File: src/sv/sbt_pkg.sv
// Shared types, constants and character-class functions for the source byte tokenizer.
package sbt_pkg;

  // Offset and length width, and the saturation point of both
  localparam int unsigned OFFSET_BITS = 24;
  localparam logic [OFFSET_BITS-1:0] POS_MAX = '1;

  // Result queue geometry
  localparam int unsigned FIFO_DEPTH = 8;
  localparam int unsigned FIFO_AW    = $clog2(FIFO_DEPTH);
  localparam int unsigned FIFO_CW    = FIFO_AW + 1;

  // Token kinds
  localparam logic [5:0] KIND_EOF         = 6'd0;
  localparam logic [5:0] KIND_ERROR       = 6'd1;
  localparam logic [5:0] KIND_IDENT       = 6'd2;
  localparam logic [5:0] KIND_NUMBER      = 6'd3;
  localparam logic [5:0] KIND_STRING      = 6'd4;
  localparam logic [5:0] KIND_SINGLE_BASE = 6'd5;
  localparam logic [5:0] KIND_OPER_BASE   = 6'd16;
  localparam logic [5:0] KIND_MAX         = 6'd37;

  // Error codes
  localparam logic [1:0] ERR_NONE         = 2'd0;
  localparam logic [1:0] ERR_UNRECOGNISED = 2'd1;
  localparam logic [1:0] ERR_UNTERMINATED = 2'd2;

  // Characters with a special role
  localparam logic [7:0] CH_NUL   = 8'h00;
  localparam logic [7:0] CH_TAB   = 8'h09;
  localparam logic [7:0] CH_LF    = 8'h0A;
  localparam logic [7:0] CH_CR    = 8'h0D;
  localparam logic [7:0] CH_SPACE = 8'h20;
  localparam logic [7:0] CH_QUOTE = 8'h22;
  localparam logic [7:0] CH_HASH  = 8'h23;
  localparam logic [7:0] CH_UNDER = 8'h5F;

  // Number of operators that may take a second byte
  localparam logic [3:0] OPER_COUNT = 4'd11;

  typedef enum logic [2:0] {
    MODE_IDLE,
    MODE_COMMENT,
    MODE_IDENT,
    MODE_NUMBER,
    MODE_STRING,
    MODE_OPER
  } mode_e;

  typedef struct packed {
    logic [5:0]             kind;
    logic [OFFSET_BITS-1:0] offset;
    logic [OFFSET_BITS-1:0] length;
    logic [1:0]             err;
    logic                   last;
  } tok_t;

  typedef struct packed {
    logic       hit;
    logic [3:0] idx;
  } lookup_t;

  function automatic logic is_letter(input logic [7:0] c);
    return (c >= "a" && c <= "z") || (c >= "A" && c <= "Z") || c == CH_UNDER;
  endfunction

  function automatic logic is_decimal(input logic [7:0] c);
    return c >= "0" && c <= "9";
  endfunction

  function automatic logic [OFFSET_BITS-1:0] sat_inc(input logic [OFFSET_BITS-1:0] v);
    return (v == POS_MAX) ? v : v + 1'b1;
  endfunction

  // One-character tokens: ; ? % . , ( ) { } [ ]
  function automatic lookup_t single_lookup(input logic [7:0] c);
    lookup_t r;
    r.hit = 1'b1;
    case (c)
      ";":     r.idx = 4'd0;
      "?":     r.idx = 4'd1;
      "%":     r.idx = 4'd2;
      ".":     r.idx = 4'd3;
      ",":     r.idx = 4'd4;
      "(":     r.idx = 4'd5;
      ")":     r.idx = 4'd6;
      "{":     r.idx = 4'd7;
      "}":     r.idx = 4'd8;
      "[":     r.idx = 4'd9;
      "]":     r.idx = 4'd10;
      default: begin
        r.hit = 1'b0;
        r.idx = 4'd0;
      end
    endcase
    return r;
  endfunction

  // First byte of an operator: : = ! > < + - * / & |
  function automatic lookup_t oper_lookup(input logic [7:0] c);
    lookup_t r;
    r.hit = 1'b1;
    case (c)
      ":":     r.idx = 4'd0;
      "=":     r.idx = 4'd1;
      "!":     r.idx = 4'd2;
      ">":     r.idx = 4'd3;
      "<":     r.idx = 4'd4;
      "+":     r.idx = 4'd5;
      "-":     r.idx = 4'd6;
      "*":     r.idx = 4'd7;
      "/":     r.idx = 4'd8;
      "&":     r.idx = 4'd9;
      "|":     r.idx = 4'd10;
      default: begin
        r.hit = 1'b0;
        r.idx = 4'd0;
      end
    endcase
    return r;
  endfunction

  // Second byte that turns an operator into its two-byte form
  function automatic logic [7:0] oper_second(input logic [3:0] op);
    logic [7:0] s;
    case (op)
      4'd0:    s = ":";
      4'd9:    s = "&";
      4'd10:   s = "|";
      default: s = "=";
    endcase
    return s;
  endfunction

endpackage

File: src/sv/sbt_if.sv
// Stream interfaces for source bytes in and tokens out.
interface sbt_byte_if;
  logic       valid;
  logic       ready;
  logic [7:0] text_byte;

  modport source (output valid, output text_byte, input ready);
  modport sink   (input valid, input text_byte, output ready);
endinterface

interface sbt_token_if;
  logic        valid;
  logic        ready;
  logic [5:0]  token_kind;
  logic [23:0] token_offset;
  logic [23:0] token_length;
  logic [1:0]  error_kind;
  logic        last_of_run;

  modport source (
    output valid, output token_kind, output token_offset, output token_length,
    output error_kind, output last_of_run, input ready
  );
  modport sink (
    input valid, input token_kind, input token_offset, input token_length,
    input error_kind, input last_of_run, output ready
  );
endinterface

File: src/sv/source_byte_tokenizer_unit.sv
// Top level of the source byte tokenizer: byte register, scanner and result queue.
// The tokenizer takes one source byte per cycle on text_i (a zero byte ends the
// text) and gives tokens on token_o as kind, start offset and length. A token that
// is closed by the following byte is reported with that byte, so one byte gives up
// to two tokens; last_of_run marks the final one. An accepted byte is held in the
// byte register, the scanner then updates its state and writes its tokens
// into an eight-entry result queue, whose head drives token_o. Input runs at
// one byte per cycle while the sink keeps up; the queue drains one token per
// cycle, so text that yields two tokens per byte runs at the sink's rate, and
// text_i is held off while fewer than two free queue slots remain after the
// pending write. After the end-of-input token all offsets start again from zero.
module source_byte_tokenizer_unit
  import sbt_pkg::*;
(
  input  logic        clk_i,
  input  logic        rst_ni,
  sbt_byte_if.sink    text_i,
  sbt_token_if.source token_o
);

  // Byte register
  logic                   byte_vld_q;
  logic [7:0]             byte_q;

  // Scanner state
  mode_e                  mode_q, mode_d;
  logic [3:0]             pend_q, pend_d;
  logic [OFFSET_BITS-1:0] begin_q, begin_d;
  logic [OFFSET_BITS-1:0] pos_q, pos_d;
  logic [OFFSET_BITS-1:0] len_q, len_d;

  // Result queue
  tok_t                   fifo_q [FIFO_DEPTH];
  logic [FIFO_AW-1:0]     wr_ptr_q, rd_ptr_q;
  logic [FIFO_CW-1:0]     count_q;

  // Scanner outputs
  logic                   a_vld, b_vld;
  tok_t                   a_tok, b_tok;
  logic [1:0]             push_n;
  tok_t                   push0, push1;
  logic                   pop;
  logic                   in_acc;

  // Scan one byte: close the running token, then classify the byte
  always_comb begin
    logic       handled;
    logic [7:0] c;
    logic [3:0] op;
    lookup_t    sl, ol;
    c       = byte_q;
    handled = 1'b0;
    op      = (pend_q < OPER_COUNT) ? pend_q : 4'd0;
    sl      = single_lookup(c);
    ol      = oper_lookup(c);
    mode_d  = mode_q;
    pend_d  = pend_q;
    begin_d = begin_q;
    pos_d   = pos_q;
    len_d   = len_q;
    a_vld   = 1'b0;
    b_vld   = 1'b0;
    a_tok   = '{kind: KIND_EOF, offset: '0, length: '0, err: ERR_NONE, last: 1'b0};
    b_tok   = '{kind: KIND_EOF, offset: '0, length: '0, err: ERR_NONE, last: 1'b0};

    if (byte_vld_q) begin
      // Finish or extend the token in progress
      unique case (mode_q)
        MODE_IDENT, MODE_NUMBER: begin
          if (is_decimal(c) || (mode_q == MODE_IDENT && is_letter(c))) begin
            len_d   = sat_inc(len_q);
            handled = 1'b1;
          end else begin
            a_vld        = 1'b1;
            a_tok.kind   = (mode_q == MODE_IDENT) ? KIND_IDENT : KIND_NUMBER;
            a_tok.offset = begin_q;
            a_tok.length = len_q;
            mode_d       = MODE_IDLE;
          end
        end
        MODE_OPER: begin
          a_vld        = 1'b1;
          a_tok.offset = begin_q;
          if (c != CH_NUL && c == oper_second(op)) begin
            a_tok.kind   = KIND_OPER_BASE + {1'b0, op, 1'b1};
            a_tok.length = OFFSET_BITS'(2);
            handled      = 1'b1;
          end else begin
            a_tok.kind   = KIND_OPER_BASE + {1'b0, op, 1'b0};
            a_tok.length = OFFSET_BITS'(1);
          end
          mode_d = MODE_IDLE;
          pend_d = 4'd0;
        end
        MODE_STRING: begin
          if (c == CH_NUL) begin
            a_vld     = 1'b1;
            a_tok.kind = KIND_ERROR;
            a_tok.err  = ERR_UNTERMINATED;
            mode_d     = MODE_IDLE;
          end else begin
            len_d = sat_inc(len_q);
            if (c == CH_QUOTE) begin
              a_vld        = 1'b1;
              a_tok.kind   = KIND_STRING;
              a_tok.offset = begin_q;
              a_tok.length = len_d;
              mode_d       = MODE_IDLE;
            end
            handled = 1'b1;
          end
        end
        MODE_COMMENT: begin
          if (c == CH_NUL || c == CH_LF || c == CH_CR) begin
            mode_d = MODE_IDLE;
          end else begin
            handled = 1'b1;
          end
        end
        default: mode_d = MODE_IDLE;
      endcase

      // Start a new token from this byte
      pos_d = sat_inc(pos_q);
      if (!handled) begin
        if (c == CH_NUL) begin
          b_vld        = 1'b1;
          b_tok.kind   = KIND_EOF;
          b_tok.offset = pos_q;
          mode_d       = MODE_IDLE;
          pend_d       = 4'd0;
          begin_d      = '0;
          pos_d        = '0;
          len_d        = '0;
        end else if (c == CH_SPACE || c == CH_TAB || c == CH_CR || c == CH_LF) begin
          // skip whitespace
        end else if (c == CH_HASH) begin
          mode_d = MODE_COMMENT;
        end else if (is_letter(c) || is_decimal(c) || c == CH_QUOTE) begin
          mode_d  = is_letter(c) ? MODE_IDENT : (is_decimal(c) ? MODE_NUMBER : MODE_STRING);
          begin_d = pos_q;
          len_d   = OFFSET_BITS'(1);
        end else if (sl.hit) begin
          b_vld        = 1'b1;
          b_tok.kind   = KIND_SINGLE_BASE + {2'b00, sl.idx};
          b_tok.offset = pos_q;
          b_tok.length = OFFSET_BITS'(1);
        end else if (ol.hit) begin
          mode_d  = MODE_OPER;
          pend_d  = ol.idx;
          begin_d = pos_q;
        end else begin
          b_vld      = 1'b1;
          b_tok.kind = KIND_ERROR;
          b_tok.err  = ERR_UNRECOGNISED;
        end
      end
    end

    // Mark the last token of the run
    a_tok.last = ~b_vld;
    b_tok.last = 1'b1;
  end

  // Pack the tokens for the queue
  always_comb begin
    push0  = a_vld ? a_tok : b_tok;
    push1  = b_tok;
    push_n = {1'b0, a_vld} + {1'b0, b_vld};
  end

  // Take a byte only if the queue keeps two free slots after the pending write
  assign text_i.ready = (count_q + FIFO_CW'(push_n)) <= FIFO_CW'(FIFO_DEPTH - 2);
  assign in_acc       = text_i.valid & text_i.ready;
  assign pop          = token_o.valid & token_o.ready;

  // Byte register and scanner state
  always_ff @(posedge clk_i or negedge rst_ni) begin
    if (!rst_ni) begin
      byte_vld_q <= 1'b0;
      mode_q     <= MODE_IDLE;
      pend_q     <= 4'd0;
      begin_q    <= '0;
      pos_q      <= '0;
      len_q      <= '0;
    end else begin
      byte_vld_q <= in_acc;
      mode_q     <= mode_d;
      pend_q     <= pend_d;
      begin_q    <= begin_d;
      pos_q      <= pos_d;
      len_q      <= len_d;
    end
  end

  always_ff @(posedge clk_i) begin
    if (in_acc) begin
      byte_q <= text_i.text_byte;
    end
  end

  // Queue pointers and fill count
  always_ff @(posedge clk_i or negedge rst_ni) begin
    if (!rst_ni) begin
      wr_ptr_q <= '0;
      rd_ptr_q <= '0;
      count_q  <= '0;
    end else begin
      wr_ptr_q <= wr_ptr_q + FIFO_AW'(push_n);
      if (pop) begin
        rd_ptr_q <= rd_ptr_q + 1'b1;
      end
      count_q <= count_q + FIFO_CW'(push_n) - FIFO_CW'(pop);
    end
  end

  // Queue payload
  always_ff @(posedge clk_i) begin
    if (push_n != 2'd0) begin
      fifo_q[wr_ptr_q] <= push0;
    end
    if (push_n == 2'd2) begin
      fifo_q[wr_ptr_q + 1'b1] <= push1;
    end
  end

  // Drive the token beat from the queue head
  assign token_o.valid        = (count_q != '0);
  assign token_o.token_kind   = fifo_q[rd_ptr_q].kind;
  assign token_o.token_offset = fifo_q[rd_ptr_q].offset[23:0];
  assign token_o.token_length = fifo_q[rd_ptr_q].length[23:0];
  assign token_o.error_kind   = fifo_q[rd_ptr_q].err;
  assign token_o.last_of_run  = fifo_q[rd_ptr_q].last;

endmodule

File: src/flat_wrapper.sv
// flat-port wrapper written by rule: the top's interface ports become plain ports
module source_byte_tokenizer_unit_flat import sbt_pkg::*;
  (clk_i, rst_ni, text_i_valid, text_i_text_byte, text_i_ready, token_o_valid, token_o_token_kind, token_o_token_offset, token_o_token_length, token_o_error_kind, token_o_last_of_run, token_o_ready);
  sbt_byte_if text_i_i ();
  sbt_token_if token_o_i ();
  input  logic clk_i;
  input  logic rst_ni;
  input wire logic [$bits(text_i_i.valid)-1:0] text_i_valid;
  input wire logic [$bits(text_i_i.text_byte)-1:0] text_i_text_byte;
  output wire logic [$bits(text_i_i.ready)-1:0] text_i_ready;
  output wire logic [$bits(token_o_i.valid)-1:0] token_o_valid;
  output wire logic [$bits(token_o_i.token_kind)-1:0] token_o_token_kind;
  output wire logic [$bits(token_o_i.token_offset)-1:0] token_o_token_offset;
  output wire logic [$bits(token_o_i.token_length)-1:0] token_o_token_length;
  output wire logic [$bits(token_o_i.error_kind)-1:0] token_o_error_kind;
  output wire logic [$bits(token_o_i.last_of_run)-1:0] token_o_last_of_run;
  input wire logic [$bits(token_o_i.ready)-1:0] token_o_ready;
  assign text_i_i.valid = text_i_valid;
  assign text_i_i.text_byte = text_i_text_byte;
  assign text_i_ready = text_i_i.ready;
  assign token_o_valid = token_o_i.valid;
  assign token_o_token_kind = token_o_i.token_kind;
  assign token_o_token_offset = token_o_i.token_offset;
  assign token_o_token_length = token_o_i.token_length;
  assign token_o_error_kind = token_o_i.error_kind;
  assign token_o_last_of_run = token_o_i.last_of_run;
  assign token_o_i.ready = token_o_ready;
  source_byte_tokenizer_unit u_core (.clk_i(clk_i), .rst_ni(rst_ni), .text_i(text_i_i), .token_o(token_o_i));
endmodule
File: config.mk
export PLATFORM = sky130hd
export DESIGN_NAME = source_byte_tokenizer_unit_flat
export DESIGN_NICKNAME = d
export VERILOG_FILES = /design/src/sv/sbt_pkg.sv /design/src/sv/sbt_if.sv /design/src/sv/source_byte_tokenizer_unit.sv /design/src/flat_wrapper.sv
export SDC_FILE = /design/constraint.sdc
export NUM_CORES = 1
export LEC_CHECK = 0
export BUFFER_PORTS_ARGS = -buffer_cell sky130_fd_sc_hd__buf_4
export CORE_UTILIZATION = 40
export DETAILED_ROUTE_END_ITERATION = 8
export GPL_ROUTABILITY_DRIVEN = 1
export REMOVE_ABC_BUFFERS = 1
export SKIP_CTS_REPAIR_TIMING = 1
export SKIP_LAST_GASP = 1
export SYNTH_ARGS = -nofsm -noshare
export SYNTH_HDL_FRONTEND = slang
export SYNTH_SLANG_ARGS = --single-unit
File: constraint.sdc
create_clock -name clk_i -period 10 [get_ports clk_i]
set_input_delay 2 -clock clk_i [delete_from_list [all_inputs] [get_ports clk_i]]
set_output_delay 2 -clock clk_i [all_outputs]
set_load 0.05 [all_outputs]
==> flow_metrics.env <==
export IMPL_fin_ws_ns=2.97
export IMPL_cts_clk_slew_worst_paths_ns=0.06
export IMPL_crit_required_ns=8.00
export IMPL_area_delta_synth_final_pct=11.3
export IMPL_synth_edff_count=256
export IMPL_crit_buf_inv=2
export IMPL_grt_pass1_vias=19800
export IMPL_clkSinkCount=554
export IMPL_wl_mm=81.8
export IMPL_holdPathEnd="u_core.fifo_q[6][6]"
export IMPL_num_rows=94
export IMPL_hold_start="u_core.fifo_q[6][6]"
export IMPL_grt_first_pass_wirelength_mm=123
export IMPL_grt_overflow_total=0
export IMPL_cts_root_buf="clkbuf_16"
export IMPL_period_minus_slack_ns=7.03
export IMPL_async_flop_share_pct=16.2
export IMPL_slew_headroom_pct=19.6
export IMPL_dieArea_um2=68200
export IMPL_syn_inst=2326
export IMPL_ys_types=79
export IMPL_cts_htree_levels=2
export IMPL_drc=1
export IMPL_slew_viol_final=0
export IMPL_setup_viol=0
export IMPL_pre_cts_slack_ns=3.56
export IMPL_rr_startpoint="u_core.byte_q[1]"
export IMPL_violations="DRC"
export IMPL_grt_busiest_layer="met2"
export IMPL_drtAntennaViolNets=0
export IMPL_rsz0062_at_grt="no"
export IMPL_criticalPathCategory="flip-flop to primary output"
export IMPL_r2r_cells=11
export IMPL_die_width_um=261
export IMPL_nNetsFinal=2308
export IMPL_met3_usage_pct=4.45
export IMPL_timing_max_cap_violations=0
export IMPL_antenna_found_initial=0
export IMPL_worstSetupPathDepth=10
export IMPL_synth_ff_type="edfxtp_1"
export IMPL_finalHoldViolCount=0
export IMPL_whs_path_depth=2
export IMPL_vias_per_cell=6.30
export IMPL_clk_latency_ns=0.67
export IMPL_syn_area_um2=26900
export IMPL_portBuffers=70
export IMPL_setup_tns_ns=0
export IMPL_final_cell_area_um2=29900
export IMPL_hold_class="flip-flop to flip-flop"
export IMPL_finalPower_mw=7.73
export IMPL_coreArea_um2=66100
export IMPL_grt_max_degree=61
export IMPL_gr_usage_all_layers_pct=23.8
export IMPL_routedWlPerCell_um=25.6
export IMPL_yosys_warnings=0
export IMPL_fin_skew_ns=0.0745
export IMPL_period_share_pct=70.3
export IMPL_cellLeakagePower_nw=10.4
export IMPL_endpoint_kind="primary output"
export IMPL_grt_use_met2_pct=38.3
export IMPL_cp_arrival_ns=5.03
export IMPL_start_util_pct=40.6
export IMPL_regToRegSetupSlack_ns=3.84
export IMPL_critPathLaunch="u_core.byte_q[1]"
export IMPL_pin_count=71
export IMPL_numCtsBuffers=59
export IMPL_drtPass1Iterations=9
export IMPL_drt_iter0_drc=2400
export IMPL_slowest_stage="edfxtp_1"
export IMPL_status="finished, violations left"
export IMPL_worstMarginPinSlew_ns=1.20
export IMPL_cpPeakStageDelay_ns=0.74
export IMPL_crit_fanout=28
export IMPL_synth_avg_cell_area_um2=11.5
export IMPL_die_height_um=261
export IMPL_yosysSeqAreaShare_pct=52.5
export IMPL_antenna_cells=0
export IMPL_place_congestion=0.854
export IMPL_start_kind="flip-flop"
export IMPL_met1_usage_pct=32.5
export IMPL_drive_gt1_share_pct=17.8
export IMPL_fmax_mhz=142
export IMPL_irDropWorstVdd_v=0.000160
export IMPL_via_count=20100
export IMPL_reg2reg_to="u_core.fifo_q[1][31]"
export IMPL_dpl_hpwl_mm=47.9
export IMPL_worst_path_dominant_cell_family="compound AO/OA/AOI/OAI gates"
export IMPL_clk_path_buf_depth=3
export IMPL_ys_seq_elements=554
export IMPL_cts_tree="built"
export IMPL_dpl_cell_area_um2=28000
export IMPL_path_common_cell="o31a_1"
export IMPL_power_density_nw_per_um2=259
export IMPL_crit_chain="or4_4 > o21ai_0 > o31a_1 > o21a_1 > ha_1 > inv_1 > fa_1 > xor2_1 > o31a_1 > buf_4"
==> cells by family (layout without fill, tap and decap cells) <==
| group | Yosys count | in the layout | share of synthesized area (%) |
|---|---|---|---|
| and+or+nand+nor | 553 | 553 | 10.5 |
| AOI/OAI and AO/OA | 689 | 689 | 17.6 |
| muxes | 205 | 205 | 13.2 |
| DFF | 554 | 554 | 52.5 |
| adders and majority gates | 15 | 15 | 0.755 |
| buffers and inverters | 268 | 272 | 4.06 |
| xor gates and xnor gates | 42 | 42 | 1.37 |
==> cell usage after synthesis, types with 12 or more instances <==
cell type / instances / area, µm²
and3_1: 14 / 87.6
mux2i_1: 31 / 310
a21o_1: 17 / 128
buf_4: 15 / 113
a21oi_1: 73 / 365
inv_1: 51 / 191
o21ai_0: 209 / 1050
clkbuf_1: 146 / 548
nor3_1: 41 / 205
dfxtp_1: 208 / 4160
nand3_1: 154 / 771
mux4_2: 114 / 2570
a22o_1: 229 / 2010
edfxtp_1: 256 / 7690
mux2_2: 60 / 676
nand2_1: 128 / 480
dfrtp_1: 90 / 2250
nand4_1: 16 / 100
and4_1: 12 / 105
nor2_1: 105 / 394
a31oi_1: 34 / 213
ha_1: 13 / 163
o22ai_1: 46 / 288
buf_1: 44 / 165
xnor2_1: 32 / 280
==> where the power goes <==
group / internal [mW] / switching (mW)
Clock: 1.23 / 0.943
Combinational: 0.943 / 1.64
Sequential: 2.63 / 0.350
Total: 4.80 / 2.93
==> registers in the layout, indices dropped and copies added, names as in the netlist <==
name and count:
u_core.pos_q 24, u_core.rd_ptr_q 3, u_core.mode_q 3, u_core.wr_ptr_q 3, u_core.count_q 4, u_core.len_q 24
u_core.begin_q 24, u_core.pend_q 4, u_core.fifo_q 456, u_core.byte_vld_q 1, u_core.byte_q 8
==> final cells by class <==
class / instances / area, µm²
clock buffers: 87 / 1690
clock inverters: 23 / 249
fillers: 6038 / 36200
inverters: 51 / 191
multi-input cells: 1504 / 11700
flip-flops and latches: 554 / 14100
well taps: 864 / 1080
repair buffers: 111 / 833
==> how the worst max path moves through the flow <==
stage | end | slack (ns)
finish | text_i_ready | 2.97
floorplan | token_o_error_kind[0] | 2.49
detailed placement | text_i_ready | 3.56
global placement | text_i_ready | 3.61
global route | text_i_ready | 2.67
CTS | text_i_ready | 2.92
==> stage by stage <==
step / hold slack, ns / instances / utilization (%)
after floorplan: 0.420 / 2109 / -
after global placement: 0.428 / 3084 / 42.3
after detailed placement: 0.442 / 3084 / 42.3
after CTS: 0.456 / 3194 / 45.2
after global routing: 0.479 / 3194 / 45.2
final: 0.455 / 3194 / 45.2
==> cells in the final DEF (no fill, tap or decap), types with 7 or more instances in the layout <==
cell       netlist  layout
nand2_1        128     128
mux2i_1         31      31
and3_1          14      14
nand3_1        154     152
a32o_1           7       7
a31oi_1         34      34
or3_1            7       7
nor4_1           7       7
dfrtp_1         90      87
xor2_1          10      10
o22ai_1         46      46
clkbuf_8         0       9
o21a_1           7       7
mux2_2          60      60
ha_1            13      13
edfxtp_1       256     256
mux4_2         114     114
a22o_1         229     229
clkinv_2         0      11
o21ai_1          9       9
a21oi_1         73      73
xnor2_1         32      32
o21ai_0        209     209
o2bb2ai_1        8       8
nor2b_1          7       7
nor3_1          41      41
and4_1          12      12
nor2_4           8      14
nand4_1         16      16
nor2_1         105      96
dfxtp_1        208     208
nand2b_1         7       7
clkbuf_1       146      18
clkbuf_16        0      60
buf_4           15     111
inv_1           51      51
a21o_1          17      17
==> worst min-delay path: stages (launching register included) <==
cell and delay [ns]:
dfxtp_1 0.32, nand2_1 0.04, o21ai_0 0.06
==> routing by layer <==
metal | routed length [µm] | vias to the layer above | part of all wire (%)
li1 | - | 8878 | -
met1 | 34500 | 10200 | 42
met2 | 38600 | 880 | 47
met3 | 6460 | 146 | 7.9
met4 | 2190 | 0 | 2.7
met5 | 0 | - | 0
(Power assumes the default switching activity.)
